[src/sv/iale_pkg.sv]
`default_nettype none

package iale_pkg;

   // Store geometry
   localparam int CAPACITY   = 64;
   localparam int DATA_WIDTH = 32;
   localparam int ADDR_W     = 6;
   localparam int CNT_W      = 7;
   localparam int KIND_W     = 3;

   // Request kinds
   localparam logic [KIND_W-1:0] KIND_INSERT  = 3'd0;
   localparam logic [KIND_W-1:0] KIND_REMOVE  = 3'd1;
   localparam logic [KIND_W-1:0] KIND_SEARCH  = 3'd2;
   localparam logic [KIND_W-1:0] KIND_SELECT  = 3'd3;
   localparam logic [KIND_W-1:0] KIND_REPLACE = 3'd4;

   typedef struct packed {
      logic [KIND_W-1:0]     kind;
      logic [CNT_W-1:0]      position;
      logic [DATA_WIDTH-1:0] item_value;
   } req_type;

   typedef struct packed {
      logic                  ok;
      logic [DATA_WIDTH-1:0] read_value;
      logic [CNT_W-1:0]      found_at;
      logic [CNT_W-1:0]      entry_count;
      logic                  is_empty;
      logic                  is_full;
   } rsp_type;

   // Controller to datapath commands
   typedef struct packed {
      logic load;
      logic step;
      logic commit;
   } cmd_type;

endpackage

`default_nettype wire

[src/sv/iale_ctrl.sv]
`default_nettype none

module iale_ctrl import iale_pkg::*; (
   input  logic    clock,
   input  logic    reset,
   input  logic    req_valid,
   output logic    req_stall,
   output logic    rsp_valid,
   input  logic    rsp_stall,
   input  logic    walk_done,
   output cmd_type cmd
);

   typedef enum logic [2:0] {
      ST_IDLE   = 3'b001,
      ST_WALK   = 3'b010,
      ST_COMMIT = 3'b100
   } state_type;

   state_type state_ff, state_in;
   logic      rsp_valid_ff, rsp_valid_in;
   logic      accept;
   logic      slot_free;

   assign req_stall = (state_ff != ST_IDLE);
   assign accept    = req_valid && !req_stall;
   assign slot_free = !rsp_valid_ff || !rsp_stall;
   assign rsp_valid = rsp_valid_ff;

   // Sequence one request: take it, walk the store, commit the result
   always_comb begin
      state_in   = state_ff;
      cmd.load   = 1'b0;
      cmd.step   = 1'b0;
      cmd.commit = 1'b0;
      unique case (state_ff)
         ST_IDLE: begin
            if (accept) begin
               cmd.load = 1'b1;
               state_in = ST_WALK;
            end
         end
         ST_WALK: begin
            cmd.step = 1'b1;
            if (walk_done) begin
               state_in = ST_COMMIT;
            end
         end
         ST_COMMIT: begin
            if (slot_free) begin
               cmd.commit = 1'b1;
               state_in   = ST_IDLE;
            end
         end
         default: begin
            state_in = ST_IDLE;
         end
      endcase
   end

   // Hold the result until the transfer completes
   always_comb begin
      if (cmd.commit) begin
         rsp_valid_in = 1'b1;
      end else if (!rsp_stall) begin
         rsp_valid_in = 1'b0;
      end else begin
         rsp_valid_in = rsp_valid_ff;
      end
   end

   always_ff @(posedge clock) begin
      if (reset) begin
         state_ff     <= ST_IDLE;
         rsp_valid_ff <= 1'b0;
      end else begin
         state_ff     <= state_in;
         rsp_valid_ff <= rsp_valid_in;
      end
   end

endmodule

`default_nettype wire

[src/sv/iale_dp.sv]
`default_nettype none

module iale_dp import iale_pkg::*; (
   input  logic             clock,
   input  logic             reset,
   input  cmd_type          cmd,
   input  req_type          req_data,
   input  logic             csr_wr_en,
   input  logic [CNT_W-1:0] csr_wr_data,
   output logic             walk_done,
   output rsp_type          rsp_data
);

   logic [DATA_WIDTH-1:0] mem [CAPACITY];

   logic [CNT_W-1:0]      cap_ff, cap_in;
   logic [CNT_W-1:0]      count_ff, count_in;
   logic                  pend_ff, pend_in;
   logic                  found_ff, found_in;

   logic [KIND_W-1:0]     kind_ff, kind_in;
   logic [CNT_W-1:0]      pos_ff, pos_in;
   logic [DATA_WIDTH-1:0] val_ff, val_in;
   logic                  ok_ff, ok_in;
   logic [CNT_W-1:0]      left_ff, left_in;
   logic [ADDR_W-1:0]     ptr_ff, ptr_in;
   logic                  up_ff, up_in;
   logic [ADDR_W-1:0]     pend_addr_ff, pend_addr_in;
   logic [ADDR_W-1:0]     found_idx_ff, found_idx_in;
   logic [DATA_WIDTH-1:0] rd_data_ff;
   rsp_type               rsp_ff, rsp_in;

   logic [CNT_W-1:0]      limit;
   logic                  dec_ok;
   logic [CNT_W-1:0]      dec_left;
   logic [CNT_W-1:0]      dec_ptr;
   logic                  dec_up;
   logic                  is_insert, is_remove, is_search, is_select, is_replace;
   logic                  hit, issue;
   logic                  wr_en;
   logic [ADDR_W-1:0]     wr_addr;
   logic [DATA_WIDTH-1:0] wr_data;
   logic [CNT_W-1:0]      cnt_new;

   // Clamp the programmed limit to the store depth
   assign limit = (cap_ff > CNT_W'(CAPACITY)) ? CNT_W'(CAPACITY) : cap_ff;

   assign is_insert  = (kind_ff == KIND_INSERT);
   assign is_remove  = (kind_ff == KIND_REMOVE);
   assign is_search  = (kind_ff == KIND_SEARCH);
   assign is_select  = (kind_ff == KIND_SELECT);
   assign is_replace = (kind_ff == KIND_REPLACE);

   // Decode the incoming request against the current count
   always_comb begin
      dec_ok   = 1'b0;
      dec_left = '0;
      dec_ptr  = '0;
      dec_up   = 1'b1;
      unique case (req_data.kind)
         KIND_INSERT: begin
            dec_ok = (count_ff < limit) && (req_data.position <= count_ff);
            if (dec_ok) begin
               dec_left = count_ff - req_data.position;
            end
            dec_ptr = count_ff - CNT_W'(1);
            dec_up  = 1'b0;
         end
         KIND_REMOVE: begin
            dec_ok = (count_ff != '0) && (req_data.position < count_ff);
            if (dec_ok) begin
               dec_left = count_ff - req_data.position - CNT_W'(1);
            end
            dec_ptr = req_data.position + CNT_W'(1);
         end
         KIND_SEARCH: begin
            dec_ok   = 1'b1;
            dec_left = count_ff;
         end
         KIND_SELECT: begin
            dec_ok = (count_ff != '0);
            if (dec_ok) begin
               dec_left = CNT_W'(1);
            end
            dec_ptr = (req_data.position < count_ff) ? req_data.position
                                                     : count_ff - CNT_W'(1);
         end
         KIND_REPLACE: begin
            dec_ok  = (count_ff != '0) && (req_data.position < count_ff);
            dec_ptr = req_data.position;
         end
         default: begin
            dec_ok = 1'b0;
         end
      endcase
   end

   // Walk: issue one store read per cycle, act on it the cycle after
   assign hit       = pend_ff && is_search && (rd_data_ff == val_ff);
   assign issue     = cmd.step && (left_ff != '0) && !found_ff && !hit;
   assign walk_done = !pend_ff && ((left_ff == '0) || found_ff);

   // Store write: shift moves during the walk, final write at commit
   always_comb begin
      wr_en   = 1'b0;
      wr_addr = pend_addr_ff;
      wr_data = rd_data_ff;
      if (pend_ff && (is_insert || is_remove)) begin
         wr_en   = 1'b1;
         wr_addr = is_insert ? pend_addr_ff + ADDR_W'(1) : pend_addr_ff - ADDR_W'(1);
      end else if (cmd.commit && ok_ff && (is_insert || is_replace)) begin
         wr_en   = 1'b1;
         wr_addr = pos_ff[ADDR_W-1:0];
         wr_data = val_ff;
      end
   end

   always_ff @(posedge clock) begin
      if (wr_en) begin
         mem[wr_addr] <= wr_data;
      end
      if (issue) begin
         rd_data_ff <= mem[ptr_ff];
      end
   end

   // Count after the request
   always_comb begin
      cnt_new = count_ff;
      if (ok_ff && is_insert) begin
         cnt_new = count_ff + CNT_W'(1);
      end else if (ok_ff && is_remove) begin
         cnt_new = count_ff - CNT_W'(1);
      end
   end

   // Build the result word
   always_comb begin
      rsp_in.ok          = ok_ff;
      rsp_in.read_value  = (is_select && ok_ff) ? rd_data_ff : '0;
      rsp_in.found_at    = '0;
      if (is_search) begin
         rsp_in.found_at = found_ff ? CNT_W'(found_idx_ff) : count_ff;
      end
      rsp_in.entry_count = cnt_new;
      rsp_in.is_empty    = (cnt_new == '0);
      rsp_in.is_full     = (cnt_new >= limit);
   end

   // Next-state values for control and payload registers
   always_comb begin
      cap_in       = csr_wr_en ? csr_wr_data : cap_ff;
      count_in     = cmd.commit ? cnt_new : count_ff;
      pend_in      = issue;
      pend_addr_in = issue ? ptr_ff : pend_addr_ff;
      found_in     = found_ff;
      found_idx_in = found_idx_ff;
      kind_in      = kind_ff;
      pos_in       = pos_ff;
      val_in       = val_ff;
      ok_in        = ok_ff;
      left_in      = left_ff;
      ptr_in       = ptr_ff;
      up_in        = up_ff;
      if (cmd.load) begin
         kind_in  = req_data.kind;
         pos_in   = req_data.position;
         val_in   = req_data.item_value;
         ok_in    = dec_ok;
         left_in  = dec_left;
         ptr_in   = dec_ptr[ADDR_W-1:0];
         up_in    = dec_up;
         found_in = 1'b0;
      end else begin
         if (issue) begin
            left_in = left_ff - CNT_W'(1);
            ptr_in  = up_ff ? ptr_ff + ADDR_W'(1) : ptr_ff - ADDR_W'(1);
         end
         if (hit) begin
            found_in     = 1'b1;
            found_idx_in = pend_addr_ff;
         end
      end
   end

   always_ff @(posedge clock) begin
      if (reset) begin
         cap_ff   <= CNT_W'(CAPACITY);
         count_ff <= '0;
         pend_ff  <= 1'b0;
         found_ff <= 1'b0;
      end else begin
         cap_ff   <= cap_in;
         count_ff <= count_in;
         pend_ff  <= pend_in;
         found_ff <= found_in;
      end
   end

   always_ff @(posedge clock) begin
      kind_ff      <= kind_in;
      pos_ff       <= pos_in;
      val_ff       <= val_in;
      ok_ff        <= ok_in;
      left_ff      <= left_in;
      ptr_ff       <= ptr_in;
      up_ff        <= up_in;
      pend_addr_ff <= pend_addr_in;
      found_idx_ff <= found_idx_in;
      if (cmd.commit) begin
         rsp_ff <= rsp_in;
      end
   end

   assign rsp_data = rsp_ff;

endmodule

`default_nettype wire

[src/sv/indexed_array_list_engine_core.sv]
// Store reads per request: insert count - position, remove count - position - 1,
//   search up to count, select 1; refused, replace and unknown kinds read nothing.
// Requests are taken one at a time, the next accepted in the cycle after commit;
//   the store walk and result stalls set the pace.
// Reset: synchronous; clears count, control and sets the limit to 64. Store not cleared.
`default_nettype none

module indexed_array_list_engine_core import iale_pkg::*; (
   input  logic             clock,
   input  logic             reset,
   input  logic             req_valid,
   output logic             req_stall,
   input  req_type          req_data,
   output logic             rsp_valid,
   input  logic             rsp_stall,
   output rsp_type          rsp_data,
   input  logic             csr_wr_en,
   input  logic [CNT_W-1:0] csr_wr_data
);

   cmd_type cmd;
   logic    walk_done;

   // Sequence requests
   iale_ctrl u_ctrl (
      .clock     (clock),
      .reset     (reset),
      .req_valid (req_valid),
      .req_stall (req_stall),
      .rsp_valid (rsp_valid),
      .rsp_stall (rsp_stall),
      .walk_done (walk_done),
      .cmd       (cmd)
   );

   // Store, count and result register
   iale_dp u_dp (
      .clock       (clock),
      .reset       (reset),
      .cmd         (cmd),
      .req_data    (req_data),
      .csr_wr_en   (csr_wr_en),
      .csr_wr_data (csr_wr_data),
      .walk_done   (walk_done),
      .rsp_data    (rsp_data)
   );

endmodule

`default_nettype wire

[config.mk]
export PLATFORM = sky130hd
export DESIGN_NAME = indexed_array_list_engine_core
export DESIGN_NICKNAME = d
export VERILOG_FILES = /design/src/sv/iale_pkg.sv /design/src/sv/iale_ctrl.sv /design/src/sv/iale_dp.sv /design/src/sv/indexed_array_list_engine_core.sv
export SDC_FILE = /design/constraint.sdc
export NUM_CORES = 2
export LEC_CHECK = 0
export BUFFER_PORTS_ARGS = -buffer_cell sky130_fd_sc_hd__buf_2
export CELL_PAD_IN_SITES_DETAIL_PLACEMENT = 0
export CELL_PAD_IN_SITES_GLOBAL_PLACEMENT = 1
export CORE_ASPECT_RATIO = 0.7
export CORE_MARGIN = 4
export CORE_UTILIZATION = 25
export DETAILED_ROUTE_END_ITERATION = 7
export GPL_ROUTABILITY_DRIVEN = 0
export PLACE_DENSITY = 0.45
export RECOVER_POWER = 100
export SLEW_MARGIN = 30
export SYNTH_ARGS = -nofsm -noshare
export SYNTH_HDL_FRONTEND = slang
export SYNTH_SLANG_ARGS = --single-unit
[constraint.sdc]
create_clock -name clock -period 6.2 [get_ports clock]
set_input_delay 0.93 -clock clock [delete_from_list [all_inputs] [get_ports clock]]
set_output_delay 0.93 -clock clock [all_outputs]
set_load 0.05 [all_outputs]
Word level (Yosys, flattened, before mapping). Memories as Yosys holds them, arrays and structs flattened. A register that Yosys moved wholly into a read port is not among the register bits. Index checks and enable logic that the tools add are counted.

Add/subtract/negate cells: 10. $lt $le $gt $ge: 5. Eq/ne operators: 17. Multiplexer cells: 37. Bitwise logic cells: 2. Reduce and logical (&&, ||, !) cells: 37.

Operators with widths (count): $mux 32 (2); $mux 7 (7); $mux 6 (8); $eq 32x32->1 (1); $pmux 7 s4 (1); $pmux 6 s4 (1); $sub 7x1->7 const B (3); $add 6x1->6 const B (3); $eq 3x2->1 const B (5); $logic_and 1x1->1 (15); $logic_not 7->1 (2); $lt 7x7->1 (2); $reduce_bool 7->1 (2); $mux 1 (13); $sub 6x1->6 const B (2); $eq 3x1->1 const B (3); $eq 3x3->1 const B (3); $mux 3 (3); $pmux 3 s3 (1); $ne 2x1->1 const B (4); $add 7x1->7 const B (1); $ge 7x7->1 (1); $gt 7x7->1 const B (1); $le 7x7->1 (1); 11 further kinds (23).

Flip-flop bits (word level): 137. RAM bits: 2048. Memories kept: 1.

Memories: u_dp.mem (words 64, width 32, read ports 1, clocked after Yosys merged registers in 1, wr ports 1, line iale_dp.sv:14) `logic [DATA_WIDTH-1:0] mem [CAPACITY];`.

Longest topological paths before layout.
Word-level depth: 10. Gate-level depth with buffers: 13. Mapped depth without buffers: 12.

Modules after synthesis. A second synthesis with hierarchy kept.

Cells, all modules: 3885. Area total of the unflattened synthesis: 86646.9 sq um.

Modules (own cells, without submodules): iale_dp (instances 1, cells each 3861, area each 86424.1 sq um); iale_ctrl (instances 1, cells each 24, area each 222.7 sq um).

Worst setup path before layout. No wires, ideal clock.

Path type: flip-flop to flip-flop. Start point: reg u_dp.kind_ff[0]. End point: mem u_dp.mem[21][0] (enable). Library setup time: 0.461 ns. Data arrival time: 4.565 ns. Required time: 5.739 ns. Setup slack: 1.174 ns. Stages on the path, launching flop included: 12. Buffers on the path: 2. Path through: edfxtp_1 -> buf_6 -> inv_1 -> nand2_1 -> inv_1 -> fa_1 -> xor2_1 -> a2bb2oi_1 -> o21ai_0 -> or3b_1 -> clkbuf_1 -> nor3_1.

Cells in the longest elaborated chain, start to end: 7. Elaborated cells on any way between the ends: 14. Classes of those cells: 2 x eq/ne; 7 x mux; 5 x reduce/logical.

RTL lines: start, declared (line iale_dp.sv:21) `logic [KIND_W-1:0] kind_ff, kind_in;`; start signal, assigned (line iale_dp.sv:201) `kind_ff <= kind_in;`; $eq 3x3->1 or $logic_not 3->1 (tied branches) (line iale_dp.sv:52, iale_dp.sv:48); $logic_or 1x1->1 (line iale_dp.sv:111) `end else if (cmd.commit && ok_ff && (is_insert || is_replace)) begin`; $logic_and 1x1->1 (line iale_dp.sv:111); $mux 1 (line iale_dp.sv:111); $mux 1 (line iale_dp.sv:108) `if (pend_ff && (is_insert || is_remove)) begin`; $mux 1 (line iale_dp.sv:119) `if (wr_en) begin`; $mux 1 (implied by the code) (line iale_dp.sv:120) `mem[wr_addr] <= wr_data;`; end, declared (line iale_dp.sv:14).

Parallel ways exist; a longest one is shown, timed or not.

Worst setup path after layout.
Start point: reg u_dp.kind_ff[0]. End point: mem u_dp.mem[61][20] (enable).

The elaborated chain is that of the path after synthesis.

==> impl_metrics.ini <==
[power_and_ir_drop]
p_total_mw = 33.1
ir_worst_vdd_mv = 0.199
p_leak_nw = 30.4
power_per_cell_area_mw_per_mm2 = 330

[critical_path]
crit_top_cell = or3_1
cp-end-kind = register
startpoint_type = register
critPathBufInv = 3
slowest_stage = clkbuf_1
crit_type = register to register
cp_top_family = buffers and inverters
worstPathArrival_ns = 5.63
worstPathCellList = inv_1 -> nand2_1 -> ha_1 -> nor2b_1 -> o21a_1 -> or3_1 -> a21oi_1 -> or3_1 -> clkbuf_1 -> nor3_1 -> clkbuf_2
crit_path_max_fanout = 32
cp.required_ns = 6.57
slowest_delay_ns = 1.19

[timing]
fin_crit_ns = 5.26
worstMarginPinSlew_ns = 3.34
fin_skew_ns = 0.0550
setup_viol = 0
rsz0062_at_grt = false
min_period_over_period = 0.848
hold_viol = 0
fin_setup_tns_ns = 0
slew_headroom = -1.23
timing.fmax_mhz = 190
drv_slew = 722

[layout]
final_common_cell = edfxtp_1
fin_nets = 4215
n_fill_cell = 33500
final_cell_mix = edfxtp_1 (2,197), mux4_2 (633), clkbuf_16 (221)
syn_to_final_growth_pct = 16.1
design_area_mm2 = 0.101
drive_above_1_share = 0.276

[clock_tree]
cts_resized = 0
cts_max_path_buffers = 4
postCtsSetupBuffers = 0
cts-root-buf = clkbuf_16
cts.sinks = 2217
cts.htree.levels = 4
hold_buffers = 0
clkLatencyLatePin_ns = 0.88
clkTransAtPathRegs_ns = 0.07
cts_tree = built
cts_made_buffers = 218

[grt]
grt_first_pass_wirelength_mm = 369
antenna_found_initial = 32
grt_pass1_vias = 41400
grt-ovfl-total = 0
grt_max_degree = 78
grt.total_usage = 0.149

[floorplan]
die_y_um = 500
pin_count = 105
std_cell_rows = 180
dieArea_mm2 = 0.356
die_w_um = 711
core_area_mm2 = 0.344
initial_core_util = 0.252

[placed_design]
placed_area_mm2 = 0.0942
post-dp-hpwl_mm = 169
port_buffers = 104

[drt]
viasPerCell = 4.72
routed_wl_mm = 271
firstDrtPassIters = 5
post-route-drc-count = 0
wl_per_cell_um = 30.7
vias = 41800
postRouteAntennaNets = 0
drtIter0Drc = 5027

[logic_synthesis]
syn_inst = 3797
ys_ff_latch = 2217
synth_area_mm2 = 0.0866
syn-num-nets = 3889
synth_area_per_cell_um2 = 22.8
synth_edf_count = 2197
synth.yosys.warnings = 0
async_flop_share = 0
ys_seq_area_frac = 0.767
synth-main-ff-cell = edfxtp_1
synth_cell_types = 67

[run]
drv_cap = 19

[run_status]
status = finished with violations
violations = capacitance limit, slew limit

[hold_path]
hp-class = primary input to register
==> layout make-up <==
cell class,count,area (um2),area share
diodes,19,47.5,0.000473
multi-input cells,1341,19300,0.192
inverters,34,128,0.00127
well taps,4550,5690,0.0566
flip-flops and latches,2217,66400,0.660
clock inverters,121,1070,0.0107
repair buffers,311,2200,0.0219
clock buffers,264,5690,0.0566
==> path summary, 6_finish.rpt <==
path              cells past startpoint            start  slack [ns]                to
setup reg to reg                     11  u_dp.kind_ff[0]        0.94  u_dp.mem[61][20]
hold reg to reg                       2   u_dp.cap_ff[3]        0.50    u_dp.cap_ff[3]
setup / recovery                     11  u_dp.kind_ff[0]        0.94  u_dp.mem[61][20]
hold / removal                        1     req_data[28]        0.23   u_dp.val_ff[28]
==> sequential cells by signal (all words and copies together) (netlist names), 7 cells and up <==
name / cells
u_dp.mem: 2048
u_dp.count_ff: 7
u_dp.rsp_data: 49
u_dp.val_ff: 32
u_dp.left_ff: 7
u_dp.cap_ff: 7
u_dp.rd_data_ff: 32
==> through the flow <==
step	hold slack [ns]	worst slack, ns	util	std cells
2_1_floorplan	0.424	1.17	-	3797
3_3_place_gp	0.485	1.28	0.273	8441
3_5_place_dp	0.485	1.75	0.274	8446
4_1_cts	0.152	1.70	0.293	8831
5_1_grt	0.179	0.735	0.292	8844
6_report	0.226	0.941	0.292	8857
==> worst reg2reg max path, delay by kind of cell (launching register included) <==
kind	cells	cell delay, ns
buffers and inverters	3	2.07
and+or+nand+nor	5	1.14
AOI/OAI and AO/OA	2	0.61
DFF	1	0.53
adders and majority gates	1	0.39
==> cells by family after synthesis <==
| logic type | Yosys count | synth area share |
|---|---|---|
| AO/OA/AOI/OAI | 207 | 0.0161 |
| XOR/XNOR | 67 | 0.00678 |
| adder cells (fa/ha/maj) | 38 | 0.00575 |
| buffers and inverters | 239 | 0.0123 |
| flip-flops | 2217 | 0.767 |
| multiplexers | 691 | 0.172 |
| AND/OR/NAND/NOR | 338 | 0.0206 |
==> synth_stat cells (3+ instances only) <==
| library cell | count | area share |
|---|---|---|
| mux4_2 | 633 | 0.16 |
| o21ai_1 | 3 | 0.00017 |
| nor3b_1 | 4 | 0.00035 |
| o22ai_1 | 18 | 0.0013 |
| a21oi_1 | 41 | 0.0024 |
| mux2i_1 | 26 | 0.0030 |
| o221ai_1 | 5 | 0.00051 |
| nand2b_1 | 8 | 0.00058 |
| xor2_1 | 45 | 0.0046 |
| nor2_1 | 53 | 0.0023 |
| a2bb2oi_1 | 4 | 0.00040 |
| buf_1 | 26 | 0.0011 |
| mux2_2 | 32 | 0.0042 |
| o21a_1 | 4 | 0.00035 |
| a221oi_1 | 10 | 0.0010 |
| o21ai_0 | 28 | 0.0016 |
| and2_1 | 40 | 0.0029 |
| nor3_2 | 4 | 0.00046 |
| nand2_1 | 77 | 0.0033 |
| nand4_1 | 7 | 0.00051 |
| or2_2 | 3 | 0.00022 |
| dfxtp_1 | 20 | 0.0046 |
| ha_1 | 35 | 0.0051 |
| buf_2 | 63 | 0.0036 |
| or3b_2 | 3 | 0.00030 |
| a31oi_1 | 6 | 0.00043 |
| fa_1 | 3 | 0.00069 |
| buf_4 | 14 | 0.0012 |
| inv_1 | 33 | 0.0014 |
| nor3_1 | 71 | 0.0041 |
| nor2b_1 | 19 | 0.0014 |
| a211oi_1 | 15 | 0.0013 |
| clkbuf_1 | 97 | 0.0042 |
| a21o_1 | 7 | 0.00061 |
| a22oi_1 | 52 | 0.0045 |
| buf_6 | 5 | 0.00065 |
| nand3_1 | 15 | 0.00087 |
| nor4_1 | 10 | 0.00072 |
| xnor2_1 | 22 | 0.0022 |
| edfxtp_1 | 2197 | 0.76 |
| or3_1 | 8 | 0.00058 |
==> where the power goes <==
group	switching [mW]	leakage, nW	total [mW]	internal [mW]
Combinational	2.18	7.24	3.57	1.39
Sequential	0.0685	19.9	16.5	16.4
Clock	5.76	3.31	13.1	7.32
Total	8.01	30.4	33.1	25.1
==> routing by layer <==
| layer | global-route usage | wire (um) | vias to the layer above |
|---|---|---|---|
| met5 | 0 | 0 | - |
| met4 | 0.0238 | 4470 | 0 |
| met3 | 0.0299 | 18500 | 271 |
| met2 | 0.206 | 111000 | 1339 |
| met1 | 0.241 | 137000 | 23300 |
| li1 | - | - | 16900 |
Power figures use the tool's default switching activity.
